<file path="src/rtl/core/isds_pkg.sv">
// Shared types, constants and helper functions for the iterated SHA-256 stretch block.
// Depends on nothing; the stretch top level, the schedule unit and the round unit import it.
package isds_pkg;

    localparam int ISDS_WORD_W = 32;
    localparam int ISDS_PASS_W = 33;
    localparam int ISDS_RND_W  = 6;

    typedef logic [ISDS_WORD_W-1:0] isds_word_t;
    typedef logic [7:0][ISDS_WORD_W-1:0] isds_block_t;

    // Control from the sequencer to the schedule and round units.
    typedef struct packed {
        logic load;
        logic step;
    } isds_ctl_t;

    // Sequencer states, one-hot.
    typedef enum logic [2:0] {
        ST_IDLE  = 3'b001,
        ST_ROUND = 3'b010,
        ST_FINAL = 3'b100
    } isds_state_t;

    // Register index of the configuration port.
    localparam logic ISDS_REG_ITER = 1'b0;

    localparam logic [31:0] ISDS_ITER_RESET = 32'd2048;
    localparam logic [31:0] ISDS_PAD_WORD   = 32'h8000_0000;
    localparam logic [31:0] ISDS_LEN_WORD   = 32'd256;
    localparam logic [ISDS_RND_W-1:0] ISDS_LAST_RND = 6'd63;

    // Standard initial hash values, word 0 in the lowest slot.
    localparam isds_block_t ISDS_IV = {
        32'h5be0cd19, 32'h1f83d9ab, 32'h9b05688c, 32'h510e527f,
        32'ha54ff53a, 32'h3c6ef372, 32'hbb67ae85, 32'h6a09e667
    };

    function automatic isds_word_t isds_ror(input isds_word_t x, input int n);
        isds_ror = (x >> n) | (x << (ISDS_WORD_W - n));
    endfunction

    function automatic isds_word_t isds_ssig0(input isds_word_t x);
        isds_ssig0 = isds_ror(x, 7) ^ isds_ror(x, 18) ^ (x >> 3);
    endfunction

    function automatic isds_word_t isds_ssig1(input isds_word_t x);
        isds_ssig1 = isds_ror(x, 17) ^ isds_ror(x, 19) ^ (x >> 10);
    endfunction

    function automatic isds_word_t isds_bsig0(input isds_word_t x);
        isds_bsig0 = isds_ror(x, 2) ^ isds_ror(x, 13) ^ isds_ror(x, 22);
    endfunction

    function automatic isds_word_t isds_bsig1(input isds_word_t x);
        isds_bsig1 = isds_ror(x, 6) ^ isds_ror(x, 11) ^ isds_ror(x, 25);
    endfunction

    // Round constant table.
    function automatic isds_word_t isds_k(input logic [ISDS_RND_W-1:0] idx);
        unique case (idx)
            6'd0:  isds_k = 32'h428a2f98;  6'd1:  isds_k = 32'h71374491;
            6'd2:  isds_k = 32'hb5c0fbcf;  6'd3:  isds_k = 32'he9b5dba5;
            6'd4:  isds_k = 32'h3956c25b;  6'd5:  isds_k = 32'h59f111f1;
            6'd6:  isds_k = 32'h923f82a4;  6'd7:  isds_k = 32'hab1c5ed5;
            6'd8:  isds_k = 32'hd807aa98;  6'd9:  isds_k = 32'h12835b01;
            6'd10: isds_k = 32'h243185be;  6'd11: isds_k = 32'h550c7dc3;
            6'd12: isds_k = 32'h72be5d74;  6'd13: isds_k = 32'h80deb1fe;
            6'd14: isds_k = 32'h9bdc06a7;  6'd15: isds_k = 32'hc19bf174;
            6'd16: isds_k = 32'he49b69c1;  6'd17: isds_k = 32'hefbe4786;
            6'd18: isds_k = 32'h0fc19dc6;  6'd19: isds_k = 32'h240ca1cc;
            6'd20: isds_k = 32'h2de92c6f;  6'd21: isds_k = 32'h4a7484aa;
            6'd22: isds_k = 32'h5cb0a9dc;  6'd23: isds_k = 32'h76f988da;
            6'd24: isds_k = 32'h983e5152;  6'd25: isds_k = 32'ha831c66d;
            6'd26: isds_k = 32'hb00327c8;  6'd27: isds_k = 32'hbf597fc7;
            6'd28: isds_k = 32'hc6e00bf3;  6'd29: isds_k = 32'hd5a79147;
            6'd30: isds_k = 32'h06ca6351;  6'd31: isds_k = 32'h14292967;
            6'd32: isds_k = 32'h27b70a85;  6'd33: isds_k = 32'h2e1b2138;
            6'd34: isds_k = 32'h4d2c6dfc;  6'd35: isds_k = 32'h53380d13;
            6'd36: isds_k = 32'h650a7354;  6'd37: isds_k = 32'h766a0abb;
            6'd38: isds_k = 32'h81c2c92e;  6'd39: isds_k = 32'h92722c85;
            6'd40: isds_k = 32'ha2bfe8a1;  6'd41: isds_k = 32'ha81a664b;
            6'd42: isds_k = 32'hc24b8b70;  6'd43: isds_k = 32'hc76c51a3;
            6'd44: isds_k = 32'hd192e819;  6'd45: isds_k = 32'hd6990624;
            6'd46: isds_k = 32'hf40e3585;  6'd47: isds_k = 32'h106aa070;
            6'd48: isds_k = 32'h19a4c116;  6'd49: isds_k = 32'h1e376c08;
            6'd50: isds_k = 32'h2748774c;  6'd51: isds_k = 32'h34b0bcb5;
            6'd52: isds_k = 32'h391c0cb3;  6'd53: isds_k = 32'h4ed8aa4a;
            6'd54: isds_k = 32'h5b9cca4f;  6'd55: isds_k = 32'h682e6ff3;
            6'd56: isds_k = 32'h748f82ee;  6'd57: isds_k = 32'h78a5636f;
            6'd58: isds_k = 32'h84c87814;  6'd59: isds_k = 32'h8cc70208;
            6'd60: isds_k = 32'h90befffa;  6'd61: isds_k = 32'ha4506ceb;
            6'd62: isds_k = 32'hbef9a3f7;  6'd63: isds_k = 32'hc67178f2;
            default: isds_k = 32'h0;
        endcase
    endfunction

endpackage

</file>
<file path="src/rtl/core/iterated_sha256_digest_stretch.sv">
// Iterated SHA-256 stretch: sequencer, configuration port and output register.
// Each of the N + 1 passes, N being the extra-pass count, runs the rounds in the shared
// round unit and then a finalize state.
// The block takes no new item until it is done with the last; s_tready is high only while idle.
// A waiting result does not block it in idle, but holds the finalize state until the output is free.
// Reset (aresetn low, synchronous) returns to idle, drops m_tvalid, sets the extra-pass count to 2048.
module iterated_sha256_digest_stretch (
    input  logic         aclk,
    input  logic         aresetn,
    // Configuration port
    input  logic         psel,
    input  logic         penable,
    input  logic         pwrite,
    input  logic [2:0]   paddr,
    input  logic [31:0]  pwdata,
    output logic [31:0]  prdata,
    output logic         pready,
    // Input items
    input  logic         s_tvalid,
    output logic         s_tready,
    input  logic [255:0] s_tdata,   // in_word_0 .. in_word_7, 32 bits each, from the lowest bit up
    // Result items
    output logic         m_tvalid,
    input  logic         m_tready,
    output logic [255:0] m_tdata    // out_word_0 .. out_word_7, 32 bits each, from the lowest bit up
);
    import isds_pkg::*;

    isds_state_t               state_reg, state_next;
    logic [ISDS_RND_W-1:0]     rnd_reg, rnd_next;
    logic [ISDS_PASS_W-1:0]    passes_reg, passes_next;
    logic [31:0]               iter_reg, iter_next;
    logic                      m_valid_reg, m_valid_next;
    isds_block_t               out_reg, out_next;

    isds_ctl_t                 ctl;
    isds_block_t               msg;
    isds_block_t               vars;
    isds_block_t               sums;
    isds_word_t                w;
    logic                      s_acc;
    logic                      cfg_wr;
    logic                      more;
    logic                      out_free;

    // Configuration register write and read back.
    assign pready = 1'b1;
    assign cfg_wr = psel && penable && pwrite && pready && (paddr[2] == ISDS_REG_ITER);
    assign prdata = (paddr[2] == ISDS_REG_ITER) ? iter_reg : 32'h0;
    assign iter_next = cfg_wr ? pwdata : iter_reg;

    // Handshake and pass bookkeeping.
    assign s_tready = (state_reg == ST_IDLE);
    assign s_acc    = s_tvalid && s_tready;
    assign more     = (passes_reg != ISDS_PASS_W'(1));
    assign out_free = !m_valid_reg || m_tready;

    // Chaining value after a pass.
    always_comb begin
        for (int i = 0; i < 8; i++) begin
            sums[i] = ISDS_IV[i] + vars[i];
        end
    end

    // The first pass hashes the input item, later passes hash the previous digest.
    assign msg      = (state_reg == ST_IDLE) ? isds_block_t'(s_tdata) : sums;
    assign ctl.load = s_acc || ((state_reg == ST_FINAL) && more);
    assign ctl.step = (state_reg == ST_ROUND);

    // Sequencer.
    always_comb begin
        state_next   = state_reg;
        rnd_next     = rnd_reg;
        passes_next  = passes_reg;
        out_next     = out_reg;
        m_valid_next = m_valid_reg;
        if (m_valid_reg && m_tready) begin
            m_valid_next = 1'b0;
        end
        unique case (state_reg)
            ST_IDLE: begin
                if (s_acc) begin
                    passes_next = {1'b0, iter_reg} + ISDS_PASS_W'(1);
                    rnd_next    = '0;
                    state_next  = ST_ROUND;
                end
            end
            ST_ROUND: begin
                rnd_next = rnd_reg + ISDS_RND_W'(1);
                if (rnd_reg == ISDS_LAST_RND) begin
                    state_next = ST_FINAL;
                end
            end
            ST_FINAL: begin
                if (more) begin
                    passes_next = passes_reg - ISDS_PASS_W'(1);
                    rnd_next    = '0;
                    state_next  = ST_ROUND;
                end else if (out_free) begin
                    passes_next  = '0;
                    out_next     = sums;
                    m_valid_next = 1'b1;
                    state_next   = ST_IDLE;
                end
            end
            default: begin
                state_next = ST_IDLE;
            end
        endcase
    end

    // Control registers.
    always_ff @(posedge aclk) begin
        if (!aresetn) begin
            state_reg   <= ST_IDLE;
            rnd_reg     <= '0;
            passes_reg  <= '0;
            iter_reg    <= ISDS_ITER_RESET;
            m_valid_reg <= 1'b0;
        end else begin
            state_reg   <= state_next;
            rnd_reg     <= rnd_next;
            passes_reg  <= passes_next;
            iter_reg    <= iter_next;
            m_valid_reg <= m_valid_next;
        end
    end

    // Result payload.
    always_ff @(posedge aclk) begin
        out_reg <= out_next;
    end

    assign m_tvalid = m_valid_reg;
    assign m_tdata  = out_reg;

    isds_sched u_sched (
        .aclk (aclk),
        .ctl  (ctl),
        .msg  (msg),
        .w    (w)
    );

    isds_round u_round (
        .aclk (aclk),
        .ctl  (ctl),
        .w    (w),
        .k    (isds_k(rnd_reg)),
        .vars (vars)
    );

endmodule

</file>
<file path="src/rtl/core/isds_sched.sv">
// Message schedule window: a 16-word shift line that yields one schedule word per round.
// Depends on isds_pkg.
module isds_sched (
    input  logic                    aclk,
    input  isds_pkg::isds_ctl_t     ctl,
    input  isds_pkg::isds_block_t   msg,
    output isds_pkg::isds_word_t    w
);
    import isds_pkg::*;

    logic [15:0][ISDS_WORD_W-1:0] win_reg;
    logic [15:0][ISDS_WORD_W-1:0] win_next;
    isds_word_t                   w_new;

    // Next schedule word, sixteen rounds ahead of the one in use now.
    assign w_new = isds_ssig1(win_reg[14]) + win_reg[9] + isds_ssig0(win_reg[1]) + win_reg[0];

    // Load a padded single block, or shift the window by one word.
    always_comb begin
        win_next = win_reg;
        if (ctl.load) begin
            win_next[7:0]  = msg;
            win_next[8]    = ISDS_PAD_WORD;
            win_next[14:9] = '0;
            win_next[15]   = ISDS_LEN_WORD;
        end else if (ctl.step) begin
            win_next[14:0] = win_reg[15:1];
            win_next[15]   = w_new;
        end
    end

    always_ff @(posedge aclk) begin
        win_reg <= win_next;
    end

    assign w = win_reg[0];

endmodule

</file>
<file path="src/rtl/core/isds_round.sv">
// Shared SHA-256 round unit: working variables a..h and one compression round per cycle while stepping.
// Depends on isds_pkg.
module isds_round (
    input  logic                    aclk,
    input  isds_pkg::isds_ctl_t     ctl,
    input  isds_pkg::isds_word_t    w,
    input  isds_pkg::isds_word_t    k,
    output isds_pkg::isds_block_t   vars
);
    import isds_pkg::*;

    isds_block_t vars_reg;
    isds_block_t vars_next;
    isds_word_t  t1;
    isds_word_t  t2;

    // Round sums; slot 0 is a, slot 7 is h.
    assign t1 = vars_reg[7] + isds_bsig1(vars_reg[4])
              + (vars_reg[6] ^ (vars_reg[4] & (vars_reg[5] ^ vars_reg[6]))) + k + w;
    assign t2 = isds_bsig0(vars_reg[0])
              + ((vars_reg[0] & vars_reg[1]) | (vars_reg[2] & (vars_reg[0] | vars_reg[1])));

    // Start from the initial values or advance one round.
    always_comb begin
        vars_next = vars_reg;
        if (ctl.load) begin
            vars_next = ISDS_IV;
        end else if (ctl.step) begin
            vars_next[7] = vars_reg[6];
            vars_next[6] = vars_reg[5];
            vars_next[5] = vars_reg[4];
            vars_next[4] = vars_reg[3] + t1;
            vars_next[3] = vars_reg[2];
            vars_next[2] = vars_reg[1];
            vars_next[1] = vars_reg[0];
            vars_next[0] = t1 + t2;
        end
    end

    always_ff @(posedge aclk) begin
        vars_reg <= vars_next;
    end

    assign vars = vars_reg;

endmodule

</file>
<file path="config.mk">
export PLATFORM = sky130hd
export DESIGN_NAME = iterated_sha256_digest_stretch
export DESIGN_NICKNAME = d
export VERILOG_FILES = /design/src/rtl/core/isds_pkg.sv /design/src/rtl/core/iterated_sha256_digest_stretch.sv /design/src/rtl/core/isds_sched.sv /design/src/rtl/core/isds_round.sv
export SDC_FILE = /design/constraint.sdc
export NUM_CORES = 2
export LEC_CHECK = 0
export BUFFER_PORTS_ARGS = -buffer_cell sky130_fd_sc_hd__buf_2
export CORE_AREA = 4 4 323 389
export DETAILED_ROUTE_END_ITERATION = 12
export DIE_AREA = 0 0 327 393
export GPL_TIMING_DRIVEN = 0
export HOLD_SLACK_MARGIN = 0.06
export PLACE_DENSITY = 0.82
export SLEW_MARGIN = 40
export SYNTH_ARGS = -nofsm -noshare
export SYNTH_HDL_FRONTEND = slang
export SYNTH_HIERARCHICAL = 1
export SYNTH_SLANG_ARGS = --single-unit
export TNS_END_PERCENT = 1
</file>
<file path="constraint.sdc">
create_clock -name aclk -period 14.3 [get_ports aclk]
set_input_delay 0.715 -clock aclk [delete_from_list [all_inputs] [get_ports aclk]]
set_output_delay 0.715 -clock aclk [all_outputs]
set_load 0.02 [all_outputs]
</file>
# == Word level (Yosys, flattened, before mapping) ==
# Memories as Yosys holds them, arrays and structs flattened. A register that Yosys moved wholly into a read port is not among the register bits.
# Cells that the tools add are included.
# word_totals
romBits,2048
reg_bits,1099
elab_cells,133
output_inout_bits,291
mem_count,1
inputBits,298
# mem_list
name,depth,width,rd,rd_clocked_by_memory_dff,wr,line_no,rtl
(name not given),64,32,1,1,0,isds_pkg.sv:61,unique case (idx)
# op_classes
n_reduce_logical,16
bitwise,27
add_sub_neg,21
eq_ne,9
muxes,22
# ops
operator,count
two-way mux 256 bit,3
adder 32 bit,10
bitwise XOR 32 bit,8
two-way mux 33 bit,3
adder 31 x 32 -> 32 bit (first input constant),3
adder 32 bit (first input constant),3
bitwise AND 32 bit,3
case mux 33 bit (2 select lines),1
bitwise OR 32 bit,2
adder 32 x 1 -> 33 bit (second input constant),1
!= test 33 x 1 -> 1 bit (second input constant),1
subtractor 33 x 1 -> 33 bit (second input constant),1
adder 29 x 32 -> 32 bit (first input constant),1
adder 30 x 32 -> 32 bit (first input constant),1
two-way mux 32 bit,1
bitwise OR 10 x 32 -> 32 bit,1
bitwise OR 13 x 32 -> 32 bit,1
bitwise OR 14 x 32 -> 32 bit,1
bitwise OR 15 x 32 -> 32 bit,1
bitwise OR 19 x 32 -> 32 bit,1
bitwise OR 21 x 32 -> 32 bit,1
bitwise OR 25 x 32 -> 32 bit,1
bitwise OR 26 x 32 -> 32 bit,1
bitwise OR 30 x 32 -> 32 bit,1
23 further kinds,44

# == Logic depth before layout (Yosys ltp) ==
# logic_depth
ltp_word,8
mapped_depth,31
mapped_depth_nobuf,29

# == Modules after synthesis ==
# The synthesis kept the hierarchy.
# modules_own_cells
module,area_per_inst_um2,seq_area_each_um2,cells_each,instances
isds_sched,24164.4,12812.3,1944,1
iterated_sha256_digest_stretch,23912.9,9829.4,2732,1
isds_round,18505.2,5124.9,2026,1

# == Worst setup path before layout ==
# Ideal clock, no wire load.
# synth_timing
path_kind,reg2reg
startpoint,register passes_reg[24]
endpoint,register out_reg (netlist bit m_tdata[0]) (enable)
setup_time_ns,0.878
n_path_buf,1
t_required_ns,13.422
t_arrival_ns,12.129
path_slack_ns,1.293
stages_incl_launch_ff,7
period_less_slack_ns,13.007
cell_sequence,dfxtp_1 > or4_1 > buf_2 > nor4_4 > and2_1 > nand4_1 > nor2_1
# synth_via
elab_chain_len,3
# synth_rtl
element,line_no,rtl
from (decl),iterated_sha256_digest_stretch.sv:31,"logic [ISDS_PASS_W-1:0] passes_reg, passes_next;"
from (signal assigned),iterated_sha256_digest_stretch.sv:123,passes_reg <= passes_next;
!= test 33 x 1 -> 1 bit,iterated_sha256_digest_stretch.sv:55,assign more = (passes_reg != ISDS_PASS_W'(1));
inverter 1 bit (no source line),--,
AND reduction 3 bit (no source line),--,
to (signal assigned),iterated_sha256_digest_stretch.sv:131,out_reg <= out_next;
to (decl),iterated_sha256_digest_stretch.sv:34,"isds_block_t out_reg, out_next;"
# No other way between the ends.
# A chain may end at the register's enable or synchronous reset.

# == Worst setup path in the final report ==
# layout_timing
startpoint,register u_round.vars_reg (netlist bit u_round/vars[154])
endpoint,register u_round.vars_reg (netlist bit u_round/vars[26])
# layout_via
elab_chain_len,8
word_cells_on_any_way,12
classes_between,add/sub (5); bitwise (7)
# layout_rtl
element,line_no,rtl
from (decl),isds_round.sv:12,isds_block_t vars_reg;
from (signal assigned),isds_round.sv:41,vars_reg <= vars_next;
bitwise OR 21 x 32 -> 32 bit or bitwise OR 26 x 32 -> 32 bit (tied branches),isds_pkg.sv:40,isds_ror = (x >> n) | (x << (ISDS_WORD_W - n));
bitwise XOR 32 bit (2 in series),isds_pkg.sv:56,"isds_bsig1 = isds_ror(x, 6) ^ isds_ror(x, 11) ^ isds_ror(x, 25);"
adder 32 bit,isds_round.sv:18,assign t1 = vars_reg[7] + isds_bsig1(vars_reg[4])
adder 32 bit (*) (3 in series),isds_round.sv:19,+ (vars_reg[6] ^ (vars_reg[4] & (vars_reg[5] ^ vars_reg[6]))) + k + w;
adder 32 bit (*),isds_round.sv:36,vars_next[0] = t1 + t2;
# Mark *: on every way between the ends. The rest lies on a longest branch, timed or not.

==> impl_metrics.env <==
export IMPL_outcome="finished, final reports clean"
export IMPL_stdcell_area_um2=76400
export IMPL_rsz0062_at_grt="false"
export IMPL_ys_flop_type="dfxtp_1"
export IMPL_ys_ff_latch=1131
export IMPL_yosysTopAreaCell="edfxtp_1"
export IMPL_drt_wirelength_per_cell_um=33.9
export IMPL_yosys_area_share_simple_pct=12.4
export IMPL_antenna_found_initial=58
export IMPL_vias_per_cell=6.43
export IMPL_drt_iter0_drc=8492
export IMPL_maxSlewViolCount=0
export IMPL_die_area_um2=129000
export IMPL_finClkSkew_ns=0.0988
export IMPL_worstHoldPathCells=3
export IMPL_synth_top_family_by_area="multiplexers"
export IMPL_vias=59100
export IMPL_grt_use_met2_pct=71.0
export IMPL_drtAntennaViolNets=0
export IMPL_setup_viol=0
export IMPL_syn_cell_area_um2=66600
export IMPL_crit_top_cell="fa_1"
export IMPL_largest_reg_flops=480
export IMPL_place_congestion=1.10
export IMPL_reg2regPathDepth=28
export IMPL_port_buffers=584
export IMPL_async_flop_share_pct=0
export IMPL_areaGrowthSynthToFinish_pct=14.8
export IMPL_final_setup_worst_slack_ns=6.05
export IMPL_cts_buffers_inserted=111
export IMPL_die_width_um=327
export IMPL_max_freq_mhz=121
export IMPL_postCtsHoldBufs=0
export IMPL_hold_viol=0
export IMPL_cts_repair_resized=0
export IMPL_dp_hpwl_um=248000
export IMPL_dp_cells=8950
export IMPL_cts_setup_buffers=0
export IMPL_min_path_type="in2reg"
export IMPL_rows=141
export IMPL_ctsRootBufferMaster="clkbuf_16"
export IMPL_cp_end_kind="flip-flop"
export IMPL_overflow=0
export IMPL_grt_pass1_wl_um=426000
export IMPL_gr_usage_met3_pct=15.6
export IMPL_h_tree_depth=3
export IMPL_yosysUniqueCellTypes=113
export IMPL_met1_usage_pct=52.9
export IMPL_synth_edff_count=512
export IMPL_ys_seq_area_share_pct=41.7
export IMPL_start_util_pct=54.5
export IMPL_tightest_slew_ns=0.987
export IMPL_yosysWarnings=6
export IMPL_nNetsFinal=8056
export IMPL_fin_crit_ns=8.25
export IMPL_coreArea_um2=122000
export IMPL_synth_fa_ha_area_share_pct=8.92
export IMPL_ios=589
export IMPL_critPathKind="reg2reg"
export IMPL_min_period_over_period_pct=57.7
export IMPL_dr_pass1_iters=7
export IMPL_synth_cells=6702
export IMPL_worst_ep_required_time_ns=15.00
export IMPL_synthTopCellsByArea="edfxtp_1 (23%), dfxtp_1 (19%), mux2i_1 (7.1%)"
export IMPL_cap_violations=0
export IMPL_cts_clk_slew_worst_paths_ns=0.07
export IMPL_routed_wl_um=311000
export IMPL_cts_sinks=1131
export IMPL_dpl_cell_area_um2=72300
export IMPL_cp_arrival_ns=8.94
export IMPL_avgSynthCellArea_um2=9.93
export IMPL_synth_nets=7337
export IMPL_tritoncts="yes"
export IMPL_grtUsageTotal_pct=47.2
export IMPL_synth_top_cell_area_share_pct=23.1
export IMPL_drive_gt1_share_pct=19.0
export IMPL_worstPathMaxFanout=6
export IMPL_startpoint_type="flip-flop"
export IMPL_dp_slack_ns=6.34
export IMPL_synth_compound_area_share_pct=10.6
export IMPL_clk_latency_ns=0.79
export IMPL_final_cells=9190
export IMPL_top_usage_layer="met2"
export IMPL_synthXorXnorAreaFrac_pct=7.87
export IMPL_cts_path_max_buffers=3
export IMPL_grt_pass1_vias=56000
export IMPL_maxSlewHeadroom_pct=34.2
export IMPL_whs_ns=0.143
export IMPL_fp_dieH_um=393
export IMPL_grt_max_degree=84
export IMPL_drc=0
export IMPL_cp_slowest_cell="xnor2_1"
export IMPL_synthMuxAreaShare_pct=13.5
export IMPL_cp_slowest_stage_delay_ns=0.60
[kinds of logic after synthesis]
group | count (synthesis)
compound gates | 1042
xor+xnor | 598
fa+ha+maj | 369
buf+inv | 820
flops | 1131
mux | 849
other cells | 1
simple gates | 1892
[synth_stat cells (all sizes together), types with 32 or more instances]
| master | n |
|---|---|
| edfxtp | 512 |
| o211ai | 58 |
| maj3 | 32 |
| and3 | 38 |
| mux2 | 378 |
| a21boi | 57 |
| fa | 187 |
| inv | 392 |
| dfxtp | 619 |
| ha | 150 |
| clkbuf | 282 |
| nand2 | 702 |
| xor2 | 193 |
| nor3 | 81 |
| mux2i | 471 |
| nor2b | 68 |
| a31oi | 59 |
| nor2 | 721 |
| o21ai | 237 |
| xnor2 | 405 |
| buf | 144 |
| a21o | 62 |
| a21oi | 220 |
| nand3 | 89 |
| a211oi | 63 |
| o21a | 34 |
[path summary, 6_finish.rpt]
kind         slack, ns                           endpoint                               from
max               6.05      u_round/vars[26]$_SDFFE_PP0P_     u_round/vars[154]$_SDFFE_PP0P_
min               0.14          iter_reg[11]$_SDFFE_PN1P_                         pwdata[11]
max reg2reg       6.05      u_round/vars[26]$_SDFFE_PP0P_     u_round/vars[154]$_SDFFE_PP0P_
min reg2reg       0.46  u_sched/win_reg[504]$_SDFFE_PP0P_  u_sched/win_reg[504]$_SDFFE_PP0P_
[per-layer routing]
layer	up-vias	part of all wire, %
met1	28100	33
met3	1408	13
met5	-	0.13
li1	24600	-
met4	42	12
met2	4902	42
[worst max-delay path, delay by kind of cell, from the launching register on]
| kind | cells | cell delay [ns] |
|---|---|---|
| flops | 1 | 0.49 |
| buf+inv | 3 | 0.71 |
| fa+ha+maj | 6 | 2.44 |
| compound gates | 9 | 2.22 |
| simple gates | 5 | 0.72 |
| mux | 1 | 0.14 |
| xor+xnor | 4 | 1.47 |
[stage by stage]
stage / util (%) / TNS (ns)
global route: 62.4 / 0
detailed placement: 59.1 / 0
CTS: 62.3 / 0
floorplan: - / 0
global placement: 58.5 / -1149.10
finish: 62.5 / 0
[layout make-up]
class | count | area (µm²)
Fill cell | 10200 | 45800
Multi-Input combinational cell | 4751 | 35900
Sequential cell | 1131 | 27800
Timing Repair Buffer | 606 | 3370
Clock buffer | 138 | 3010
Tap cell | 1644 | 2060
Buffer | 426 | 1920
Inverter | 394 | 1490
Clock inverter | 72 | 868
Antenna cell | 28 | 70.1
[cells in the final DEF (no fill, tap or decap), drive strengths merged, types with 18 or more instances in the layout]
master	count
buf	748
nor2	721
nand2	702
dfxtp	619
edfxtp	512
mux2i	471
clkbuf	422
xnor2	405
inv	399
mux2	378
o21ai	237
a21oi	220
xor2	193
fa	187
ha	150
nand3	89
nor3	81
nor2b	68
a211oi	63
a21o	62
a31oi	59
o211ai	58
a21boi	57
clkinv	44
and3	38
o21a	34
maj3	32
nand2b	30
nand4	30
diode	28
o31ai	28
o21bai	23
and2	22
nor4	22
a22oi	18
o22ai	18
Power is left out: the tool's default activity adds up to more than one toggle a clock period on the data nets, which glitch-free logic cannot reach.
